File: src/hdl/ifht_pkg.sv
package ifht_pkg;

    localparam int MAX_HOLES    = 16;
    localparam int IDX_W        = $clog2(MAX_HOLES);
    localparam int CNT_W        = $clog2(MAX_HOLES + 1);
    localparam int PIECE_W      = $clog2(2 * MAX_HOLES + 1);
    localparam int POS_W        = 17;
    localparam int HOLE_END_MAX = 65536;
    localparam int QUEUE_DEPTH  = 2;

    typedef enum logic {
        CMD_INIT     = 1'b0,
        CMD_FRAGMENT = 1'b1
    } t_cmd;

    typedef struct packed {
        t_cmd              cmd;
        logic              over;
        logic [15:0]       first;
        logic [POS_W-1:0]  last;
        logic              more;
    } t_job;

    typedef struct packed {
        logic [15:0]       datagram_length;
        logic [4:0]        hole_count;
        logic              complete;
        logic              table_full;
        logic              accepted;
    } t_result;

endpackage

File: src/hdl/ifht_front.sv
module ifht_front
    import ifht_pkg::*;
(
    input  logic        i_clk,
    input  logic        i_rst_n,
    input  logic        i_cfg_valid,
    output logic        o_cfg_ready,
    input  logic [15:0] i_cfg_data,
    input  logic        i_valid,
    output logic        o_ready,
    input  logic        i_command,
    input  logic [15:0] i_frag_offset,
    input  logic [15:0] i_frag_length,
    input  logic        i_more_fragments,
    output logic        o_push,
    output t_job        o_job,
    input  logic        i_queue_full
);

    logic [15:0]      r_capacity;
    logic [POS_W-1:0] w_last;

    always_ff @(posedge i_clk) begin
        if (!i_rst_n) begin
            r_capacity <= 16'hFFFF;
        end else if (i_cfg_valid) begin
            r_capacity <= i_cfg_data;
        end
    end

    assign o_cfg_ready = 1'b1;
    assign o_ready     = !i_queue_full;
    assign o_push      = i_valid && !i_queue_full;
    assign w_last      = {1'b0, i_frag_offset} + {1'b0, i_frag_length};

    always_comb begin
        o_job.cmd   = t_cmd'(i_command);
        o_job.over  = w_last > {1'b0, r_capacity};
        o_job.first = i_frag_offset;
        o_job.last  = w_last;
        o_job.more  = i_more_fragments;
    end

endmodule

File: src/hdl/ifht_queue.sv
module ifht_queue
    import ifht_pkg::*;
(
    input  logic i_clk,
    input  logic i_rst_n,
    input  logic i_push,
    input  t_job i_job,
    output logic o_full,
    input  logic i_pop,
    output logic o_valid,
    output t_job o_job
);

    t_job                r_mem [QUEUE_DEPTH];
    logic [$clog2(QUEUE_DEPTH)-1:0] r_wr_ptr;
    logic [$clog2(QUEUE_DEPTH)-1:0] r_rd_ptr;
    logic [$clog2(QUEUE_DEPTH+1)-1:0] r_count;

    always_ff @(posedge i_clk) begin
        if (i_push) begin
            r_mem[r_wr_ptr] <= i_job;
        end
    end

    always_ff @(posedge i_clk) begin
        if (!i_rst_n) begin
            r_wr_ptr <= '0;
            r_rd_ptr <= '0;
            r_count  <= '0;
        end else begin
            if (i_push) begin
                r_wr_ptr <= r_wr_ptr + 1'b1;
            end
            if (i_pop) begin
                r_rd_ptr <= r_rd_ptr + 1'b1;
            end
            if (i_push && !i_pop) begin
                r_count <= r_count + 1'b1;
            end else if (i_pop && !i_push) begin
                r_count <= r_count - 1'b1;
            end
        end
    end

    assign o_full  = r_count == QUEUE_DEPTH[$clog2(QUEUE_DEPTH+1)-1:0];
    assign o_valid = r_count != '0;
    assign o_job   = r_mem[r_rd_ptr];

endmodule

File: src/hdl/ifht_back.sv
module ifht_back
    import ifht_pkg::*;
(
    input  logic    i_clk,
    input  logic    i_rst_n,
    input  logic    i_valid,
    input  t_job    i_job,
    output logic    o_pop,
    output logic    o_valid,
    input  logic    i_ready,
    output t_result o_result
);

    typedef enum logic [1:0] {
        S_IDLE,
        S_WALK,
        S_DONE
    } t_state;

    t_state           r_state;
    t_job             r_job;
    logic             r_bank;
    logic             r_fresh;
    logic [CNT_W-1:0] r_cnt;
    logic [15:0]      r_total;
    logic [IDX_W-1:0] r_idx;
    logic [PIECE_W-1:0] r_n;
    logic             r_out_valid;
    t_result          r_out;
    logic [POS_W-1:0] r_beg [2][MAX_HOLES];
    logic [POS_W-1:0] r_end [2][MAX_HOLES];
    logic [POS_W-1:0] r_rd_beg;
    logic [POS_W-1:0] r_rd_end;

    logic               w_slot_free;
    logic [IDX_W-1:0]   w_rd_idx;
    logic [POS_W-1:0]   w_hb;
    logic [POS_W-1:0]   w_he;
    logic               w_skip;
    logic               w_head;
    logic               w_tail;
    logic               w_wr0;
    logic               w_wr1;
    logic [POS_W-1:0]   w_b0;
    logic [POS_W-1:0]   w_e0;
    logic [POS_W-1:0]   w_b1;
    logic [POS_W-1:0]   w_e1;
    logic [PIECE_W-1:0] w_n1;
    logic               w_last_idx;
    logic               w_full;

    assign w_slot_free = !r_out_valid || i_ready;
    assign w_rd_idx = (r_state == S_WALK) ? r_idx + 1'b1 : '0;
    assign w_hb = r_fresh ? '0 : r_rd_beg;
    assign w_he = r_fresh ? POS_W'(HOLE_END_MAX) : r_rd_end;
    assign w_skip = ({1'b0, r_job.first} > w_he) || (r_job.last < w_hb);
    assign w_head = !w_skip && ({1'b0, r_job.first} > w_hb);
    assign w_tail = !w_skip && (r_job.last < w_he) && r_job.more;
    assign w_n1   = r_n + 1'b1;
    assign w_last_idx = {1'b0, r_idx} == (r_cnt - 1'b1);
    assign w_full = r_n > PIECE_W'(MAX_HOLES);

    always_comb begin
        w_wr0 = w_skip || w_head || w_tail;
        w_wr1 = w_head && w_tail;
        w_b0  = w_hb;
        w_e0  = w_he;
        w_b1  = r_job.last;
        w_e1  = w_he;
        if (w_skip) begin
            w_b0 = w_hb;
            w_e0 = w_he;
        end else if (w_head) begin
            w_e0 = {1'b0, r_job.first};
        end else begin
            w_b0 = r_job.last;
        end
    end

    always_ff @(posedge i_clk) begin
        r_rd_beg <= r_beg[r_bank][w_rd_idx];
        r_rd_end <= r_end[r_bank][w_rd_idx];
        if (r_state == S_WALK) begin
            if (w_wr0 && r_n < PIECE_W'(MAX_HOLES)) begin
                r_beg[!r_bank][r_n[IDX_W-1:0]] <= w_b0;
                r_end[!r_bank][r_n[IDX_W-1:0]] <= w_e0;
            end
            if (w_wr1 && w_n1 < PIECE_W'(MAX_HOLES)) begin
                r_beg[!r_bank][w_n1[IDX_W-1:0]] <= w_b1;
                r_end[!r_bank][w_n1[IDX_W-1:0]] <= w_e1;
            end
        end
    end

    always_ff @(posedge i_clk) begin
        if (!i_rst_n) begin
            r_state     <= S_IDLE;
            r_bank      <= 1'b0;
            r_fresh     <= 1'b1;
            r_cnt       <= CNT_W'(1);
            r_total     <= '0;
            r_idx       <= '0;
            r_n         <= '0;
            r_out_valid <= 1'b0;
        end else begin
            if (i_ready) begin
                r_out_valid <= 1'b0;
            end
            case (r_state)
                S_IDLE: begin
                    if (i_valid) begin
                        if (i_job.cmd == CMD_INIT) begin
                            if (w_slot_free) begin
                                r_fresh                <= 1'b1;
                                r_cnt                  <= CNT_W'(1);
                                r_total                <= '0;
                                r_out_valid            <= 1'b1;
                                r_out.accepted         <= 1'b1;
                                r_out.table_full       <= 1'b0;
                                r_out.complete         <= 1'b0;
                                r_out.hole_count       <= 5'(1);
                                r_out.datagram_length  <= '0;
                            end
                        end else if (i_job.over) begin
                            if (w_slot_free) begin
                                r_out_valid            <= 1'b1;
                                r_out.accepted         <= 1'b0;
                                r_out.table_full       <= 1'b0;
                                r_out.complete         <= r_cnt == '0;
                                r_out.hole_count       <= 5'(r_cnt);
                                r_out.datagram_length  <= r_total;
                            end
                        end else begin
                            r_job   <= i_job;
                            r_idx   <= '0;
                            r_n     <= '0;
                            r_state <= (r_cnt == '0) ? S_DONE : S_WALK;
                        end
                    end
                end
                S_WALK: begin
                    r_n   <= r_n + PIECE_W'(w_wr0) + PIECE_W'(w_wr1);
                    r_idx <= r_idx + 1'b1;
                    if (w_last_idx) begin
                        r_state <= S_DONE;
                    end
                end
                S_DONE: begin
                    if (w_slot_free) begin
                        r_out_valid <= 1'b1;
                        r_state     <= S_IDLE;
                        if (w_full) begin
                            r_out.accepted         <= 1'b0;
                            r_out.table_full       <= 1'b1;
                            r_out.complete         <= r_cnt == '0;
                            r_out.hole_count       <= 5'(r_cnt);
                            r_out.datagram_length  <= r_total;
                        end else begin
                            r_bank                 <= !r_bank;
                            r_fresh                <= 1'b0;
                            r_cnt                  <= r_n[CNT_W-1:0];
                            r_out.accepted         <= 1'b1;
                            r_out.table_full       <= 1'b0;
                            r_out.complete         <= r_n == '0;
                            r_out.hole_count       <= 5'(r_n);
                            if (!r_job.more) begin
                                r_total               <= r_job.last[15:0];
                                r_out.datagram_length <= r_job.last[15:0];
                            end else begin
                                r_out.datagram_length <= r_total;
                            end
                        end
                    end
                end
                default: begin
                    r_state <= S_IDLE;
                end
            endcase
        end
    end

    assign o_pop    = (r_state == S_IDLE) && i_valid &&
                      (w_slot_free || (i_job.cmd == CMD_FRAGMENT && !i_job.over));
    assign o_valid  = r_out_valid;
    assign o_result = r_out;

endmodule

File: src/hdl/ip_fragment_hole_tracker_core.sv
// Path: an init or an over-capacity fragment passes the queue and then the output register;
// a walked fragment passes the queue, the states S_IDLE, S_WALK and S_DONE, then the output register.
// Throughput: one item per cycle for inits and over-capacity fragments while the output is not
// stalled; a walked fragment holds the back end while it walks one hole entry per cycle.
// Reset is synchronous: the table holds the single full hole, length and capacity
// take their reset values, and the queue and output stage are emptied.
module ip_fragment_hole_tracker_core
    import ifht_pkg::*;
(
    input  logic        i_clk,
    input  logic        i_rst_n,
    input  logic        i_cfg_valid,
    output logic        o_cfg_ready,
    input  logic [15:0] i_cfg_data,
    input  logic        i_s_axis_tvalid,
    output logic        o_s_axis_tready,
    // frag_offset [15:0], frag_length [31:16], more_fragments [32], zero fill [39:33]
    input  logic [39:0] i_s_axis_tdata,
    // command [0]
    input  logic        i_s_axis_tuser,
    output logic        o_m_axis_tvalid,
    input  logic        i_m_axis_tready,
    // accepted [0], table_full [1], complete [2], hole_count [7:3], datagram_length [23:8]
    output logic [23:0] o_m_axis_tdata
);

    logic    w_push;
    t_job    w_push_job;
    logic    w_queue_full;
    logic    w_pop;
    logic    w_queue_valid;
    t_job    w_queue_job;
    t_result w_result;

    ifht_front u_front (
        .i_clk           (i_clk),
        .i_rst_n         (i_rst_n),
        .i_cfg_valid     (i_cfg_valid),
        .o_cfg_ready     (o_cfg_ready),
        .i_cfg_data      (i_cfg_data),
        .i_valid         (i_s_axis_tvalid),
        .o_ready         (o_s_axis_tready),
        .i_command       (i_s_axis_tuser),
        .i_frag_offset   (i_s_axis_tdata[15:0]),
        .i_frag_length   (i_s_axis_tdata[31:16]),
        .i_more_fragments(i_s_axis_tdata[32]),
        .o_push          (w_push),
        .o_job           (w_push_job),
        .i_queue_full    (w_queue_full)
    );

    ifht_queue u_queue (
        .i_clk   (i_clk),
        .i_rst_n (i_rst_n),
        .i_push  (w_push),
        .i_job   (w_push_job),
        .o_full  (w_queue_full),
        .i_pop   (w_pop),
        .o_valid (w_queue_valid),
        .o_job   (w_queue_job)
    );

    ifht_back u_back (
        .i_clk    (i_clk),
        .i_rst_n  (i_rst_n),
        .i_valid  (w_queue_valid),
        .i_job    (w_queue_job),
        .o_pop    (w_pop),
        .o_valid  (o_m_axis_tvalid),
        .i_ready  (i_m_axis_tready),
        .o_result (w_result)
    );

    assign o_m_axis_tdata = w_result;

endmodule

File: config.mk
export PLATFORM = sky130hd
export DESIGN_NAME = ip_fragment_hole_tracker_core
export DESIGN_NICKNAME = d
export VERILOG_FILES = /design/src/hdl/ifht_pkg.sv /design/src/hdl/ifht_front.sv /design/src/hdl/ifht_queue.sv /design/src/hdl/ifht_back.sv /design/src/hdl/ip_fragment_hole_tracker_core.sv
export SDC_FILE = /design/constraint.sdc
export NUM_CORES = 2
export LEC_CHECK = 0
export ABC_CLOCK_PERIOD_IN_PS = 6500
export BUFFER_PORTS_ARGS = -buffer_cell sky130_fd_sc_hd__buf_2
export CAP_MARGIN = 10
export CORE_MARGIN = 5
export CORE_UTILIZATION = 40
export DETAILED_ROUTE_END_ITERATION = 12
export PLACE_DENSITY = 0.66
export SYNTH_ARGS = -nofsm -noshare
export SYNTH_HDL_FRONTEND = slang
export SYNTH_SLANG_ARGS = --single-unit
File: constraint.sdc
create_clock -name i_clk -period 6.5 [get_ports i_clk]
set_clock_uncertainty 0.05 [all_clocks]
set_input_delay 1.3 -clock i_clk [delete_from_list [all_inputs] [get_ports i_clk]]
set_output_delay 1.3 -clock i_clk [all_outputs]
set_load 0.05 [all_outputs]
### Word level (Yosys, flattened, before mapping)

Memory sizes are Yosys's and may differ from the RTL's. A register that Yosys moved wholly into a read port is not among the register bits.
Index checks and enable logic that the tools add are counted.
Widths: inputs -> output; s select.

| word-level totals | value |
|---|---|
| memories | 3 |
| bits in registers | 148 |
| memory bits (writable) | 1160 |

| operators by class | value |
|---|---|
| multiplexer cells | 625 |
| reductions and logical operators | 39 |
| eq/ne operators | 15 |
| bitwise gates (word level) | 549 |
| $add $sub $neg | 10 |
| $lt $le $gt $ge | 13 |

Memory list:

| memory | depth | bits a word | read ports | clocked after memory_dff | write ports | RTL line | RTL |
|---|---|---|---|---|---|---|---|
| u_back.r_beg | 2 | 272 | 1 | 1 | 1 | ifht_back.sv:30 | `logic [POS_W-1:0] r_beg [2][MAX_HOLES];` |
| u_back.r_end | 2 | 272 | 1 | 1 | 1 | ifht_back.sv:31 | `logic [POS_W-1:0] r_end [2][MAX_HOLES];` |
| u_queue.r_mem | 2 | 36 | 1 | 1 | 1 | ifht_queue.sv:14 | `t_job r_mem [QUEUE_DEPTH];` |

Operator list:

| kind | count |
|---|---|
| $mux 1 | 566 |
| $mux 272 | 2 |
| $or 1x1->1 | 544 |
| $mux 17 | 12 |
| $mux 24 | 7 |
| $bmux 17 s4 | 2 |
| $demux 17 s4 | 2 |
| $mux 16 | 6 |
| $pmux 24 s2 | 1 |
| $gt 16x17->1 | 2 |
| $lt 17x17->1 | 2 |
| $pmux 16 s2 | 1 |
| $mux 5 | 5 |
| $mux 6 | 3 |
| $add 16x16->17 | 1 |
| $gt 17x16->1 | 1 |
| $mux 2 | 8 |
| $mux 4 | 4 |
| $ge 5x5->1 const B | 3 |
| $not 4->5 | 3 |
| $logic_and 1x1->1 | 14 |
| $add 6x1->6 | 2 |
| $lt 6x5->1 const B | 2 |
| $pmux 6 s2 | 1 |
| 31 further kinds | 57 |

### Depth between registers and ports, before layout

| depth | value |
|---|---|
| depth after elaboration | 12 |
| depth in mapped cells | 21 |
| gate-level depth less buffers | 16 |

### Hierarchy

A second synthesis with hierarchy kept.

| second synthesis, totals | value |
|---|---|
| cell total of the unflattened synthesis | 3736 |
| area, all modules | 59663.5 sq um |

By module, submodules not included:

| module | times used | cells an instance | area each (sq um) | seq. area each (sq um) |
|---|---|---|---|---|
| ifht_back | 1 | 3383 | 55026.5 | 35834.4 |
| ifht_queue | 1 | 134 | 2827.7 | 2262.2 |
| ifht_front | 1 | 219 | 1809.2 | 320.3 |

### Worst setup path before layout

Ideal clock, no wire load.

| timing | value |
|---|---|
| path kind | register to register |
| from | register u_back.r_fresh |
| to | memory u_back.r_beg[1][17] (netlist bit), enable pin |
| cell stages (with the launch flop) | 16 |
| data arrival time | 4.297 ns |
| slack | 1.757 ns |
| path through | dfxtp_1 buf_6 clkbuf_1 clkbuf_1 nor2b_1 clkbuf_1 inv_1 ha_1 a21o_1 a21o_1 a2111oi_2 o22ai_2 buf_6 nor4_4 buf_4 a32o_1 |

| on the way | value |
|---|---|
| cells in the longest elaborated chain, start to end | 12 |
| elaborated cells between the ends (all ways) | 23 |

RTL lines:

| item | RTL line | RTL |
|---|---|---|
| from (decl) | ifht_back.sv:23 | `logic r_fresh;` |
| from (signal assigned) | ifht_back.sv:99 | `r_fresh <= 1'b1;` |
| from (signal assigned) | ifht_back.sv:114 | `r_fresh <= 1'b1;` |
| from (signal assigned) | ifht_back.sv:160 | `r_fresh <= 1'b0;` |
| $mux 17, on equally long branches | ifht_back.sv:55, ifht_back.sv:54 |  |
| $gt 16x17->1 / $lt 17x17->1 (equally long branches) | ifht_back.sv:56 | `assign w_skip = ({1'b0, r_job.first} > w_he) \|\| (r_job.last < w_hb);` |
| $logic_or 1x1->1 | ifht_back.sv:56 |  |
| $logic_not 1->1 | ifht_back.sv:57, ifht_back.sv:58 |  |
| $logic_and 1x1->1, on equally long branches | ifht_back.sv:57, ifht_back.sv:58 |  |
| $logic_or 1x1->1 / $logic_and 1x1->1 (equally long branches) | ifht_back.sv:64, ifht_back.sv:58 |  |
| $logic_or 1x1->1 / $logic_and 1x1->1 (equally long branches) | ifht_back.sv:64, ifht_back.sv:65 |  |
| $logic_and 1x1->1, on equally long branches | ifht_back.sv:84, ifht_back.sv:88 |  |
| $mux 1, on equally long branches | ifht_back.sv:84, ifht_back.sv:88 |  |
| $mux 1 | ifht_back.sv:83 | `if (r_state == S_WALK) begin` |
| $mux 272, on equally long branches | ifht_back.sv:85, ifht_back.sv:89 |  |
| $or 1x1->1 (no source line) * | -- |  |
| to (decl) | ifht_back.sv:30 |  |

Mark *: on every way between the ends. The rest lies on a longest branch, timed or not.

### Worst setup path in the final report

| timing | value |
|---|---|
| from | register u_back.r_fresh |
| to | register u_back.r_n[1] |

| on the way | value |
|---|---|
| cells in the longest elaborated chain, start to end | 10 |
| elaborated cells between the ends (all ways) | 17 |

RTL lines:

| item | RTL line | RTL |
|---|---|---|
| $mux 17, on equally long branches | ifht_back.sv:55, ifht_back.sv:54 |  |
| $gt 16x17->1 / $lt 17x17->1 (equally long branches) | ifht_back.sv:56 |  |
| $logic_or 1x1->1 | ifht_back.sv:56 |  |
| $logic_not 1->1 | ifht_back.sv:57, ifht_back.sv:58 |  |
| $logic_and 1x1->1, on equally long branches | ifht_back.sv:57, ifht_back.sv:58 |  |
| $logic_or 1x1->1 / $logic_and 1x1->1 (equally long branches) | ifht_back.sv:64, ifht_back.sv:58 |  |
| $logic_or 1x1->1 | ifht_back.sv:64 | `w_wr0 = w_skip \|\| w_head \|\| w_tail;` |
| $add 6x1->6 | ifht_back.sv:142 | `r_n <= r_n + PIECE_W'(w_wr0) + PIECE_W'(w_wr1);` |
| $add 6x1->6 * | ifht_back.sv:142 |  |
| $pmux 6 s2 * | ifht_back.sv:109 | `case (r_state)` |
| to (signal assigned) | ifht_back.sv:142 |  |
| to (decl) | ifht_back.sv:27 | `logic [PIECE_W-1:0] r_n;` |

Marks and branches as above.
A chain may end at the register's enable or synchronous reset.

==> results.sh <==
export IMPL_cap_violations=0
export IMPL_die_h_um=399
export IMPL_ant_nets=0
export IMPL_clock_sinks=1310
export IMPL_io_pins=89
export IMPL_finalSetupViolations=0
export IMPL_ctsHoldBuffers=0
export IMPL_ir_worst_vdd_mv=0.406
export IMPL_cts_max_level=4
export IMPL_yosysWarnings=0
export IMPL_ys_seq_area_share_pct=63.4
export IMPL_n_antenna_cell=0
export IMPL_max_freq_mhz=186
export IMPL_synth_common_cells="1,218 x edfxtp_1, 360 x nand2_1, 314 x mux2_2"
export IMPL_cts_tree="yes"
export IMPL_cts_root_buf="clkbuf_16"
export IMPL_cts_buffers=140
export IMPL_yosysTopAreaCellShare_pct=60.3
export IMPL_yosysMostFrequentCell="edfxtp_1"
export IMPL_syn_area_mm2=0.0606
export IMPL_yosys_area_top_type="edfxtp_1"
export IMPL_crit_chain="nor2b_1 -> buf_4 -> inv_1 -> ha_1 -> a21oi_1 -> nor2b_1 -> o21ai_0 -> a211oi_1 -> o41ai_4 -> buf_4 -> nand3_2 -> fa_1 -> ha_1 -> a22oi_1 -> nor2b_1"
export IMPL_grt_pass1_vias=35000
export IMPL_core_mm2=0.150
export IMPL_synthArstFlopShare_pct=0
export IMPL_finalPower_mw=26.1
export IMPL_synth_cell_type_count=73
export IMPL_finalCritPeriodShare_pct=82.6
export IMPL_outcome="finished clean"
export IMPL_slowest_delay_ps=770
export IMPL_routedWlPerCell_um=27.5
export IMPL_area_growth_pct=12.5
export IMPL_ys_ff_latch=1310
export IMPL_p_clk_share_pct=30.1
export IMPL_pre_cts_slack_ps=1300
export IMPL_power_frac_seq_pct=41.4
export IMPL_clk_latency_ps=790
export IMPL_slew_viol_final=0
export IMPL_grtUsageTotal_pct=20.3
export IMPL_routed_wirelength_um=163000
export IMPL_synth_area_leaders="edfxtp_1 60%, mux4_2 10%, mux2_2 5.8%"
export IMPL_fin_nets=3954
export IMPL_critPathSlowestCell="dfxtp_2"
export IMPL_vias=34600
export IMPL_synth_enable_flop_cells=1218
export IMPL_clk_path_buf_depth=3
export IMPL_end_kind="flop"
export IMPL_drt_iter0_markers=3912
export IMPL_cp_required_ps=7110
export IMPL_dominantRegCellSynth="edfxtp_1"
export IMPL_crit_arrival_ps=5980
export IMPL_crit_path_frequent_cell="nor2b_1"
export IMPL_setup_ws_ps=1130
export IMPL_cp_max_fo=33
export IMPL_synth_xor_area_share_pct=0.361
export IMPL_grt_pass1_wl_um=237000
export IMPL_p_leak_nw=23.3
export IMPL_worstSetupPathType="flop to flop"
export IMPL_fp_dieArea_mm2=0.159
export IMPL_switching_share_pct=29.8
export IMPL_grt_start_max_net_pins=72
export IMPL_drc=0
export IMPL_dpl_hpwl_um=96500
export IMPL_relSlewSlack_pct=14.4
export IMPL_vias_per_cell=5.86
export IMPL_worst_pin_slew_ps=1280
export IMPL_synth_top_family_by_area="multiplexers"
export IMPL_rsz0062_at_grt="no"
export IMPL_initial_utilization_pct=40.3
export IMPL_place_congestion=0.875
export IMPL_comb_power_share_pct=28.6
export IMPL_die_w_um=399
export IMPL_rows=142
export IMPL_synthSimpleGateAreaFrac_pct=6.68
export IMPL_synth_avg_cell_area_um2=16.3
export IMPL_antenna_found_initial=2
export IMPL_fin_setup_tns_ps=0
export IMPL_synthMuxAreaShare_pct=21.3
export IMPL_hold_viol_final=0
export IMPL_path_clk_slew_ps=60
export IMPL_layout_min_cycle_time_ps=5370
export IMPL_gr_total_overflow=0
export IMPL_first_pass_iters=6
export IMPL_cp_start_kind="flop"
export IMPL_hold_class="flop to flop"
export IMPL_drive_above_1_share_pct=32.6
export IMPL_postCtsSetupBuffers=0
export IMPL_synth_compound_area_share_pct=3.55
export IMPL_netlist_instances=3708
export IMPL_pwr_density_cell_mw_per_mm2=382
export IMPL_synth_fa_ha_area_share_pct=2.13
export IMPL_post_cts_resized=0
export IMPL_power_switching_mw=7.76
export IMPL_power_internal_mw=18.3
export IMPL_final_util_pct=45.4
export IMPL_synth_nets=3872
export IMPL_whs_ps=438
export IMPL_io_buffers=80
[flip-flops by register name (all words and copies together), names as in the netlist, named ones only]
signal              count
u_back.r_beg          544
u_back.r_end          544
u_queue.r_mem          72
u_back.o_result        24
u_back.r_job           17
u_back.r_rd_beg        17
u_back.r_rd_end        17
u_back.w_b1            17
u_back.r_total         16
u_front.r_capacity     16
u_back.r_n              6
u_back.r_cnt            5
u_back.r_idx            4
u_back.r_state          2
u_queue.r_count         2
u_back.o_valid          1
u_back.r_bank           1
u_back.r_fresh          1
u_queue.r_rd_ptr        1
u_queue.r_wr_ptr        1
[cell families after synthesis]
kind of cell	after synthesis
flops	1310
mux	822
xor+xnor	25
buf+inv	342
compound gates	283
simple gates	823
other cells	1
fa+ha+maj	102
[power by group through the flow]
stage	clock network [mW]	logic (mW)	registers, mW
final	7.83	7.45	10.8
after global routing	8.32	7.90	10.8
after CTS	7.95	7.39	10.8
after detailed placement	0	7.36	11.0
after global placement	0	7.16	10.9
after floorplan	0	5.52	10.9
[path summary, 6_finish.rpt]
kind | start | to | slack (ps) | cells past startpoint
min | u_front.r_capacity[3]$_SDFFE_PN1P_ | u_front.r_capacity[3]$_SDFFE_PN1P_ | 440 | 2
max | u_back.r_fresh$_SDFFE_PN1P_ | u_back.r_n[1]$_SDFFE_PN0P_ | 1130 | 15
max reg2reg | u_back.r_fresh$_SDFFE_PN1P_ | u_back.r_n[1]$_SDFFE_PN0P_ | 1130 | 15
min reg2reg | u_front.r_capacity[3]$_SDFFE_PN1P_ | u_front.r_capacity[3]$_SDFFE_PN1P_ | 440 | 2
[metal layers]
layer	vias up	part of all wire [%]	track usage, %
met4	0	2.5	5.47
met3	245	9.3	4.50
met2	1621	46	32.0
li1	14700	-	-
met1	18100	42	28.5
met5	-	0	0
[critical path: cells and delay by family, from the launching register on]
family                   cells  cell delay (ps)
AO/OA/AOI/OAI                5             1230
adder cells (fa/ha/maj)      3             1280
buffers and inverters        3              930
flip-flops                   1              770
AND/OR/NAND/NOR              4              920
[cells in the final DEF, fill, tap and decap left out, types with 24 or more instances in the layout]
master	count
nor2_1	72
ha_1	100
clkbuf_16	144
edfxtp_1	1218
a21oi_1	39
o21ai_0	60
mux2_1	81
clkbuf_1	34
nand3_1	185
nand2_1	358
a22oi_1	24
nor2b_1	77
mux2_4	152
mux4_2	272
mux2_2	314
inv_1	57
clkinv_1	26
o211ai_1	26
buf_2	80
nor3_1	34
dfxtp_1	89
buf_4	117
buf_12	27
[cell type report]
cell class	instances	area [um2]
Sequential cell	1310	38400
Fill cell	13000	82100
Tap cell	2016	2520
Inverter	58	218
Clock buffer	183	3800
Timing Repair Buffer	224	1820
Multi-Input combinational cell	2056	20700
Clock inverter	69	668
[metrics by stage]
stage / cell area (um2) / cells
2_1_floorplan: 60600 / 3708
3_3_place_gp: 63700 / 5664
3_5_place_dp: 63700 / 5664
4_1_cts: 68200 / 5916
5_1_grt: 68200 / 5916
6_report: 68200 / 5916
(Power assumes the default switching activity.)
